**config.mk**
```make
export PLATFORM = sky130hd
export DESIGN_NAME = hid_keyboard_report_differ
export DESIGN_NICKNAME = d
export VERILOG_FILES = /design/src/rtl/hkrd_pkg.sv /design/src/rtl/hid_keyboard_report_differ.sv /design/src/rtl/hkrd_lane.sv /design/src/rtl/hkrd_char_fifo.sv
export SDC_FILE = /design/constraint.sdc
export NUM_CORES = 2
export LEC_CHECK = 0
export BUFFER_PORTS_ARGS = -buffer_cell sky130_fd_sc_hd__buf_2
export CORE_ASPECT_RATIO = 0.75
export CORE_MARGIN = 10
export CORE_UTILIZATION = 30
export CTS_CLUSTER_DIAMETER = 100
export CTS_CLUSTER_SIZE = 40
export DETAILED_ROUTE_END_ITERATION = 7
export GPL_ROUTABILITY_DRIVEN = 0
export GPL_TIMING_DRIVEN = 0
export SYNTH_ARGS = -nofsm -noshare
export SYNTH_HDL_FRONTEND = slang
export SYNTH_SLANG_ARGS = --single-unit
```
**constraint.sdc**
```tcl
create_clock -name clk -period 8.6 [get_ports clk]
set_input_delay 0 -clock clk [delete_from_list [all_inputs] [get_ports clk]]
set_output_delay 0 -clock clk [all_outputs]
set_load 0.01 [all_outputs]
```
**src/rtl/hkrd_pkg.sv**
```systemverilog
// Package for the HID keyboard report differ: shared types, codes and the
// US ASCII key map. No dependencies; used by every module under rtl.
`default_nettype none
package hkrd_pkg;

	localparam int NUM_SLOTS  = 6;
	localparam int FIFO_DEPTH = 128;
	localparam int NUM_EVT    = 2 * NUM_SLOTS;

	localparam logic [7:0] SHIFT_MASK = 8'h22;

	localparam logic [1:0] KIND_PRESS   = 2'd0;
	localparam logic [1:0] KIND_RELEASE = 2'd1;
	localparam logic [1:0] KIND_READ    = 2'd2;

	typedef logic [NUM_SLOTS-1:0][7:0] keys_t;

	typedef struct packed {
		logic       press;
		logic       release_;
		logic [6:0] ch;
	} lane_t;

	typedef struct packed {
		logic empty;
		logic full;
	} fifo_stat_t;

	function automatic logic [6:0] map_key(input logic [7:0] code, input logic shifted);
		logic [6:0] ch;
		ch = 7'h00;
		if (code inside {[8'd4:8'd29]}) begin
			ch = (shifted ? 7'h41 : 7'h61) + (code[6:0] - 7'd4);
		end else begin
			case (code)
				8'd30: ch = shifted ? 7'h21 : 7'h31;
				8'd31: ch = shifted ? 7'h40 : 7'h32;
				8'd32: ch = shifted ? 7'h23 : 7'h33;
				8'd33: ch = shifted ? 7'h24 : 7'h34;
				8'd34: ch = shifted ? 7'h25 : 7'h35;
				8'd35: ch = shifted ? 7'h5E : 7'h36;
				8'd36: ch = shifted ? 7'h26 : 7'h37;
				8'd37: ch = shifted ? 7'h2A : 7'h38;
				8'd38: ch = shifted ? 7'h28 : 7'h39;
				8'd39: ch = shifted ? 7'h29 : 7'h30;
				8'd40: ch = 7'h0A;
				8'd42: ch = 7'h08;
				8'd43: ch = 7'h09;
				8'd44: ch = 7'h20;
				8'd45: ch = shifted ? 7'h5F : 7'h2D;
				8'd46: ch = shifted ? 7'h2B : 7'h3D;
				8'd47: ch = shifted ? 7'h7B : 7'h5B;
				8'd48: ch = shifted ? 7'h7D : 7'h5D;
				8'd49: ch = shifted ? 7'h7C : 7'h5C;
				8'd51: ch = shifted ? 7'h3A : 7'h3B;
				8'd52: ch = shifted ? 7'h22 : 7'h27;
				8'd53: ch = shifted ? 7'h7E : 7'h60;
				8'd54: ch = shifted ? 7'h3C : 7'h2C;
				8'd55: ch = shifted ? 7'h3E : 7'h2E;
				8'd56: ch = shifted ? 7'h3F : 7'h2F;
				default: ch = 7'h00;
			endcase
		end
		return ch;
	endfunction

endpackage
`default_nettype wire

```
**src/rtl/hid_keyboard_report_differ.sv**
```systemverilog
// Top level of the HID keyboard report differ: slot lanes, event sequencer
// and output register. Depends on hkrd_pkg, hkrd_lane and hkrd_char_fifo.
//
// channel  | dir | handshake        | payload
// s_       | in  | s_tvalid/tready  | tdata: modifiers, key0..key5; tuser: action
// m_       | out | m_tvalid/tready  | tdata: keycode, character, char_available;
//          |     |                  | tuser: event_kind; tlast: last
// cfg_     | in  | cfg_wr_en        | cfg_wr_data: events_enable
//
// A report yields one event per press or release (up to 12), one event per
// cycle from the sequencer while the output register is not stalled.
// Reset clears the previous key set, FIFO pointers and events_enable; no clearing pass.
// While events_enable is set, a stalled output register holds the sequencer; input is taken only when idle.
`default_nettype none
module hid_keyboard_report_differ #(
	parameter int FIFO_DEPTH = hkrd_pkg::FIFO_DEPTH
) (
	input  wire logic        clk,
	input  wire logic        arst_n,
	input  wire logic        s_tvalid,
	output logic             s_tready,
	input  wire logic [55:0] s_tdata,  // modifiers, key0, key1, key2, key3, key4, key5
	input  wire logic        s_tuser,  // action
	output logic             m_tvalid,
	input  wire logic        m_tready,
	output logic      [15:0] m_tdata,  // keycode, character, char_available
	output logic       [1:0] m_tuser,  // event_kind
	output logic             m_tlast,
	input  wire logic        cfg_wr_en,
	input  wire logic        cfg_wr_data
);

	localparam int NS = hkrd_pkg::NUM_SLOTS;
	localparam int NE = hkrd_pkg::NUM_EVT;
	localparam int IW = $clog2(NE);

	localparam logic [1:0] ST_IDLE = 2'd0;
	localparam logic [1:0] ST_LOAD = 2'd1;
	localparam logic [1:0] ST_WALK = 2'd2;
	localparam logic [1:0] ST_READ = 2'd3;

	logic [1:0]           state_q;
	logic                 en_q;
	logic                 shift_q;
	hkrd_pkg::keys_t      keys_q;
	hkrd_pkg::keys_t      prev_q;
	logic [NE-1:0]        pend_q;
	hkrd_pkg::lane_t      lanes [NS];
	logic [NE-1:0]        flags;

	logic                 out_valid_q;
	logic [1:0]           out_kind_q;
	logic [7:0]           out_code_q;
	logic [6:0]           out_char_q;
	logic                 out_avail_q;
	logic                 out_last_q;

	logic                 slot_free;
	logic [IW-1:0]        idx;
	logic                 is_press;
	logic [2:0]           slot;
	logic [NE-1:0]        pend_next;
	logic                 step;
	logic                 push;
	logic                 pop;
	logic                 out_load;
	logic [6:0]           rd_data;
	hkrd_pkg::fifo_stat_t fstat;

	for (genvar g = 0; g < NS; g++) begin : g_lane
		hkrd_lane u_lane (
			.new_key  (keys_q[g]),
			.old_key  (prev_q[g]),
			.new_keys (keys_q),
			.old_keys (prev_q),
			.shifted  (shift_q),
			.result   (lanes[g])
		);
		assign flags[g]      = lanes[g].press;
		assign flags[NS + g] = lanes[g].release_;
	end

	hkrd_char_fifo #(.DEPTH(FIFO_DEPTH)) u_fifo (
		.clk       (clk),
		.arst_n    (arst_n),
		.push      (push),
		.push_data (lanes[slot].ch),
		.pop       (pop),
		.rd_data   (rd_data),
		.stat      (fstat)
	);

	assign slot_free = !out_valid_q || m_tready;
	assign s_tready  = (state_q == ST_IDLE);

	always_comb begin
		idx = '0;
		for (int i = NE - 1; i >= 0; i--) begin
			if (pend_q[i]) idx = IW'(i);
		end
	end

	assign is_press  = (idx < IW'(NS));
	assign slot      = is_press ? idx[2:0] : 3'(idx - IW'(NS));
	assign pend_next = pend_q & (pend_q - NE'(1));
	assign step      = (state_q == ST_WALK) && (pend_q != '0) && (!en_q || slot_free);
	assign push      = step && is_press && (lanes[slot].ch != 7'd0);
	assign pop       = (state_q == ST_READ) && slot_free;
	assign out_load  = (step && en_q) || pop;

	always_ff @(posedge clk or negedge arst_n) begin
		if (!arst_n) begin
			state_q     <= ST_IDLE;
			en_q        <= 1'b0;
			prev_q      <= '0;
			pend_q      <= '0;
			out_valid_q <= 1'b0;
		end else begin
			if (cfg_wr_en) en_q <= cfg_wr_data;
			if (out_load) out_valid_q <= 1'b1;
			else if (m_tready) out_valid_q <= 1'b0;
			case (state_q)
				ST_IDLE: begin
					if (s_tvalid) state_q <= s_tuser ? ST_READ : ST_LOAD;
				end
				ST_LOAD: begin
					pend_q  <= flags;
					state_q <= ST_WALK;
				end
				ST_WALK: begin
					if (pend_q == '0) begin
						prev_q  <= keys_q;
						state_q <= ST_IDLE;
					end else if (step) begin
						pend_q <= pend_next;
					end
				end
				ST_READ: begin
					if (slot_free) state_q <= ST_IDLE;
				end
				default: state_q <= ST_IDLE;
			endcase
		end
	end

	always_ff @(posedge clk) begin
		if (s_tvalid && s_tready) begin
			shift_q <= (s_tdata[7:0] & hkrd_pkg::SHIFT_MASK) != 8'd0;
			for (int i = 0; i < NS; i++) keys_q[i] <= s_tdata[8*i+8 +: 8];
		end
		if (step && en_q) begin
			out_kind_q  <= is_press ? hkrd_pkg::KIND_PRESS : hkrd_pkg::KIND_RELEASE;
			out_code_q  <= is_press ? keys_q[slot] : prev_q[slot];
			out_char_q  <= 7'd0;
			out_avail_q <= 1'b0;
			out_last_q  <= (pend_next == '0);
		end else if (pop) begin
			out_kind_q  <= hkrd_pkg::KIND_READ;
			out_code_q  <= 8'd0;
			out_char_q  <= fstat.empty ? 7'd0 : rd_data;
			out_avail_q <= !fstat.empty;
			out_last_q  <= 1'b1;
		end
	end

	assign m_tvalid = out_valid_q;
	assign m_tdata  = {out_avail_q, out_char_q, out_code_q};
	assign m_tuser  = out_kind_q;
	assign m_tlast  = out_last_q;

endmodule
`default_nettype wire

```
**src/rtl/hkrd_lane.sv**
```systemverilog
// One slot lane: press and release detection against the other key set,
// plus ASCII mapping of the new key. Depends on hkrd_pkg.
`default_nettype none
module hkrd_lane (
	input  wire logic          [7:0] new_key,
	input  wire logic          [7:0] old_key,
	input  wire hkrd_pkg::keys_t     new_keys,
	input  wire hkrd_pkg::keys_t     old_keys,
	input  wire logic                shifted,
	output hkrd_pkg::lane_t          result
);

	logic in_old;
	logic in_new;

	always_comb begin
		in_old = 1'b0;
		in_new = 1'b0;
		for (int i = 0; i < hkrd_pkg::NUM_SLOTS; i++) begin
			if (old_keys[i] == new_key) in_old = 1'b1;
			if (new_keys[i] == old_key) in_new = 1'b1;
		end
	end

	assign result.press    = (new_key != 8'd0) && !in_old;
	assign result.release_ = (old_key != 8'd0) && !in_new;
	assign result.ch       = hkrd_pkg::map_key(new_key, shifted);

endmodule
`default_nettype wire

```
**src/rtl/hkrd_char_fifo.sv**
```systemverilog
// Circular character FIFO holding DEPTH-1 entries, registered read of the
// head entry. Depends on hkrd_pkg.
`default_nettype none
module hkrd_char_fifo #(
	parameter int DEPTH = hkrd_pkg::FIFO_DEPTH
) (
	input  wire logic             clk,
	input  wire logic             arst_n,
	input  wire logic             push,
	input  wire logic       [6:0] push_data,
	input  wire logic             pop,
	output logic            [6:0] rd_data,
	output hkrd_pkg::fifo_stat_t  stat
);

	localparam int AW = $clog2(DEPTH);

	logic [6:0]    mem [DEPTH];
	logic [AW-1:0] head_q;
	logic [AW-1:0] tail_q;
	logic [AW-1:0] tail_next;
	logic [AW-1:0] head_next;

	assign tail_next = (tail_q == AW'(DEPTH - 1)) ? '0 : tail_q + AW'(1);
	assign head_next = (head_q == AW'(DEPTH - 1)) ? '0 : head_q + AW'(1);

	assign stat.empty = (head_q == tail_q);
	assign stat.full  = (tail_next == head_q);

	always_ff @(posedge clk) begin
		if (push && !stat.full) mem[tail_q] <= push_data;
		rd_data <= mem[head_q];
	end

	always_ff @(posedge clk or negedge arst_n) begin
		if (!arst_n) begin
			head_q <= '0;
			tail_q <= '0;
		end else begin
			if (push && !stat.full) tail_q <= tail_next;
			if (pop && !stat.empty) head_q <= head_next;
		end
	end

endmodule
`default_nettype wire
```
Word-level counts from Yosys, hierarchy flattened
Memories as Yosys holds them, arrays and structs flattened. A register that Yosys moved wholly into a read port is not among the register bits.
Cells that the tools add are included.
W data, S select, Z words.

operators by class
  $add $sub $neg = 16
  $lt $le $gt $ge = 15
  equal/unequal tests = 234
  multiplexer cells = 149
  bitwise logic cells = 2
  reductions and logical operators = 70

operators by type and width
  kind                   count
  $eq A8 B6 Y1 const B   138
  $pmux W7 S25           6
  $eq A8 B8 Y1           72
  $reduce_bool A8 Y1     13
  $mux W7                14
  $eq A8 B5 Y1 const B   12
  $mux W1                80
  $mux W5                13
  $bmux W8 S3            2
  $ge A8 B3 Y1 const B   6
  $le A8 B5 Y1 const B   6
  $mux W4                12
  $add A7 B7 Y7          6
  $sub A7 B3 Y7 const B  6
  $mux W8                5
  $bmux W9 S3            1
  $logic_and A1 B1 Y1    27
  $logic_not A12 Y1      2
  $mux W12               2
  $mux W6                4
  $pmux W12 S2           1
  $logic_not A1 Y1       16
  $add A7 B1 Y7 const B  2
  $eq A7 B7 Y1           2
  other kinds (22)       38

storage, ports and cells
  register bits after elaboration = 146
  bits in writable memories = 896
  input port bits = 63
  output and inout port bits = 21
  word-level logic and storage cells = 511
  memories = 1

memories
  memory      depth  width  read ports  clocked after Yosys merged registers in  wr ports  RTL line              source
  u_fifo.mem  128    7      1           1                                        1         hkrd_char_fifo.sv:18  logic [6:0] mem [DEPTH];

Logic depth before layout (Yosys ltp)
  depth after elaboration = 23
  mapped depth = 16
  mapped depth without buffers = 14

By module
From an unflattened synthesis, not the netlist that was laid out.

unflattened totals
  cell total of the unflattened synthesis = 4138
  area, all modules = 55463.2 um2

modules (own cells, without submodules)
  module                             instances  cells an instance  area an instance (um2)  sequential area each (um2)
  hkrd_char_fifo                     1          1812               36158.4                 27396.3
  hkrd_lane at g_lane[0].u_lane ...  5          301                2145.8                  0.0
  hid_keyboard_report_differ         1          520                6414.9                  3563.4
  hkrd_lane at g_lane[5].u_lane      1          301                2160.8                  0.0

Least setup slack after synthesis
No wires, ideal clock.

  path kind = register -> register
  from = register keys_q[43] (netlist bit)
  to = memory u_fifo.mem[88][0] (enable)
  library setup time = 0.380 ns
  arrival time = 7.128 ns
  required time = 8.220 ns
  path slack = 1.092 ns
  stages on the path, launching flop included = 15
  path buffers = 4
  period minus slack after synthesis = 7.508 ns
  cells stage by stage = edfxtp_1 clkbuf_1 inv_1 ha_1 clkbuf_1 nand2_1 a311oi_2 a21oi_1 a41o_1 o211ai_1 or3b_1 o41ai_2 buf_2 buf_2 nor3_1

on the way
  longest elaborated chain between the ends = 11
  elaborated cells between the ends (all ways) = 40
  those cells by class = 2 x add/sub; 2 x order compare; 25 x eq/ne; 7 x mux; 4 x reduce/logical

RTL lines
  item                                   RTL line                           source
  start, declared                        hid_keyboard_report_differ.sv:45   hkrd_pkg::keys_t keys_q;
  $sub A7 B3 Y7 (tied with other cells)  hkrd_pkg.sv:33                     ch = (shifted ? 7'h41 : 7'h61) + (code[6:0] - 7'd4);
  $add A7 B7 Y7 (tied with other cells)  hkrd_pkg.sv:33
  $mux W7 (*)                            hkrd_pkg.sv:32                     if (code inside {[8'd4:8'd29]}) begin
  $bmux W9 S3 (*)                        n/a
  $mux W7 (*) (2 in series)              n/a
  named net u_fifo.push_data[3]          hkrd_char_fifo.sv:10               input wire logic [6:0] push_data,
  $reduce_bool A7 Y1 (*)                 hid_keyboard_report_differ.sv:107  assign push = step && is_press && (lanes[slot].ch != 7'd0);
  $logic_and A1 B1 Y1 (*)                hid_keyboard_report_differ.sv:107
  $logic_and A1 B1 Y1 (*)                hkrd_char_fifo.sv:31               if (push && !stat.full) mem[tail_q] <= push_data;
  $mux W1 (*)                            hkrd_char_fifo.sv:31
  $mux W1 (implied by the code) (*)      hkrd_char_fifo.sv:31
  end, declared                          hkrd_char_fifo.sv:18

Mark *: on every way through the listed nets, which the timed path passes. The rest lies on a longest branch. The select of a mux whose other input is x is not followed.

Final worst setup path
  from = register keys_q[32] (netlist bit)
  to = memory u_fifo.mem[100][3] (enable)

The elaborated chain is that of the path after synthesis.

==> results.md <==
* GRT Overall Usage at 0.160
* CTS tree: yes
* CP endpoint kind: flip-flop
* Clock sink total at 1049
* 1st-iter DRT viols at 5985
* Vias in the first global route at 31500
* Worst Max-Slew Pin Slew at 1.46 ns
* Die width at 497 µm
* Place WS at 1.62 ns
* Number of top-level pins at 84
* Final ANT Viol Nets at 0
* WL per Instance at 26.5 µm
* Skew-Pair Late Insertion Delay at 0.69 ns
* Minimum clock period at 7.16 ns
* Drt pass-1 iters at 8
* Cell Area, Synth at 51200 µm²
* Via-to-Cell Ratio at 5.59
* Dpl cell area at 54800 µm²
* Worst Path Required at 8.90 ns
* P_leak at 17.9 nW
* Tightest Hold Check Type: in -> reg
* CP Cell Sequence: clkbuf_1, inv_1, ha_1, clkbuf_1, nand4b_1, a2111oi_0, a21oi_1, a31oi_1, a221oi_1, a211oi_1, or3_4, buf_16, o41ai_2, buf_2, buf_2, nor3_1
* Design area at 57200 µm²
* Worst Path Max Fanout at 73
* Crit-path max cell delay at 1.18 ns
* Input/output buffers at 77
* Initial antenna violation count at 3
* H-tree depth at 2
* Status: finished, violations left
* Post-route worst setup slack at 1.44 ns
* Clock Skew at 0.0523 ns
* Number of inserted diodes at 0
* Setup violations, final at 0
* Sequential-to-total area share from yosys stat at 0.605
* Clock root cell: clkbuf_16
* Max-slew violation count at 0
* Vias at 33200
* Worst-path clk slew at 0.13 ns
* Synth Warn # at 0
* Fraction of synthesis flops using an asynchronous set or reset pin at 0.0744
* Hpwl dp at 112000 µm
* Post-route DRC violation count at 0
* Post-synth EDFFs at 956
* CP Buf/Inv Count at 6
* Total of max-cap violations at 1
* Max VDD drop at 0.573 mV
* Power Density at 389 nW/µm²
* Syn Nets at 3563
* Post-synth top flop: edfxtp_1
* Num CTS Buffers at 39
* Largest net degree at the start of global routing at 79
* Site Rows at 131
* Achievable Freq at 140 MHz
* Nets at 3791
* Die area at 188000 µm²
* Flops & latches, synth at 1049
* Syn Area/Cell at 15.0 µm²
* Filler cell count in the final layout at 16400
* Crit path kind: reg -> reg
* Slowest CP cell: nor3_1
* Hold WS at 0.0463 ns
* Share of cells above drive strength 1 at 0.170
* Die Y at 378 µm
* Area delta synth->final at 11.7%
* Startpoint Class: flip-flop
* Pwr Total at 22.2 mW
* Worst path arrival time at 7.46 ns
* Grt ovf at 0
* Failing checks: capacitance limit
* Final period util at 0.833
* RSZ-0062 raised after global routing: no
* Max Root-Sink Buffers at 3
* Post-Synthesis Cells at 3414
* Final hold vios at 0
* Initial Util at 0.301
* Relative slew slack at 0.0165
* Unique cell type count in the Yosys netlist at 87
* Core Area at 170000 µm²
* Post-layout util at 0.337
* First-pass GRT wire length at 226000 µm
* Drt total wl at 157000 µm
* CP top delay family: simple AND/OR/NAND/NOR gates
==> cell families (layout without fill, tap and decap cells) <==
kind of cell | count (synthesis) | in the layout | synth area share
AOI/OAI and AO/OA | 503 | 503 | 0.0658
muxes | 379 | 379 | 0.151
buffers and inverters | 362 | 617 | 0.0280
xor gates and xnor gates | 337 | 337 | 0.0577
and+or+nand+nor | 697 | 697 | 0.0706
DFF | 1049 | 1049 | 0.605
adders and majority gates | 87 | 87 | 0.0212
==> report_power, final <==
part	total, mW	leakage (nW)	internal, mW	switching, mW
sequential	8.17	9.85	8.00	0.174
combinational	11.3	7.34	3.60	7.68
clock	2.78	0.705	1.07	1.71
==> final timing paths <==
kind                                           start                           end  slack [ns]  cells past startpoint
setup / recovery                keys_q[32]$_DFFE_PP_  u_fifo.mem[100][3]$_DFFE_PP_        1.44                     16
hold / removal                           s_tdata[42]          keys_q[34]$_DFFE_PP_        0.05                      2
setup reg to reg                keys_q[32]$_DFFE_PP_  u_fifo.mem[100][3]$_DFFE_PP_        1.44                     16
hold reg to reg            u_fifo.rd_data[4]$_DFF_P_    out_char_q[4]$_SDFFE_PP0P_        0.46                      1
max in group asynchronous                     arst_n        prev_q[23]$_DFFE_PN0P_        7.88                      4
min in group asynchronous                     arst_n        prev_q[42]$_DFFE_PN0P_        0.42                      4
==> metrics by stage <==
stage,instances,TNS (ns)
finish,5930,0
global route,5930,0
CTS,5926,0
detailed placement,5780,0
global placement,5752,-4617.80
floorplan,3414,0
==> metal layers <==
layer	part of all wire	GRT usage	up-vias	wire length (µm)
met1	0.43	0.235	17000	67500
met5	0.000089	0	-	14
li1	-	-	13800	-
met2	0.42	0.228	2060	65300
met4	0.032	0.0453	2	5060
met3	0.12	0.0461	284	19300
==> synthesized netlist by cell type, types with 41 or more instances <==
| master | number | area [µm²] |
|---|---|---|
| nor2_1 | 120 | 450 |
| ha_1 | 86 | 1080 |
| nand3_1 | 44 | 220 |
| inv_1 | 64 | 240 |
| dfrtp_1 | 78 | 1950 |
| buf_2 | 41 | 205 |
| nor3_1 | 146 | 731 |
| clkbuf_1 | 183 | 687 |
| o21ai_0 | 122 | 611 |
| nand2_1 | 150 | 563 |
| xor2_1 | 138 | 1210 |
| nand4_1 | 52 | 325 |
| mux2_2 | 60 | 676 |
| buf_1 | 68 | 255 |
| nor4_1 | 61 | 382 |
| xnor2_1 | 199 | 1740 |
| mux4_2 | 310 | 6980 |
| a21oi_1 | 109 | 546 |
| edfxtp_1 | 956 | 28700 |
==> placed cells by master (no fill, tap or decap), types with 77 or more instances in the layout <==
cell type	Yosys	routed
ha_1	86	86
dfrtp_1	78	78
clkbuf_1	183	189
o21ai_0	122	122
dlygate4sd3_1	0	77
mux4_2	310	310
a21oi_1	109	109
xor2_1	138	138
xnor2_1	199	199
nor3_1	146	144
nor2_1	120	120
buf_2	41	118
edfxtp_1	956	956
nand2_1	150	149
==> flip-flops by register name, indices dropped and copies added (netlist names) <==
| name | count |
|---|---|
| out_char_q | 7 |
| keys_q | 48 |
| u_fifo.head_q | 7 |
| out_code_q | 8 |
| u_fifo.rd_data | 7 |
| prev_q | 48 |
| m_tvalid | 1 |
| en_q | 1 |
| out_avail_q | 1 |
| shift_q | 1 |
| m_tuser | 2 |
| m_tlast | 1 |
| u_fifo.tail_q | 7 |
| u_fifo.mem | 896 |
| state_q | 2 |
| pend_q | 12 |
==> area by class of cell <==
type / instances / area (µm²) / share of cell area
flip-flops and latches: 1049 / 31000 / 0.542
repair buffers: 187 / 1630 / 0.0285
clock inverters: 22 / 487 / 0.00852
well taps: 2261 / 2830 / 0.0495
clock buffers: 46 / 1020 / 0.0179
inverters: 65 / 246 / 0.00431
plain buffers: 297 / 1190 / 0.0208
multi-input cells: 2003 / 18800 / 0.329
==> timing repair <==
action | in CTS | in global routing
hold buffers | 78 | 0
setup buffers | 0 | 0
hold endpoints to repair | 132 | 0
resized for setup | 0 | 0
No activity file was read; power rests on OpenSTA's default activity.
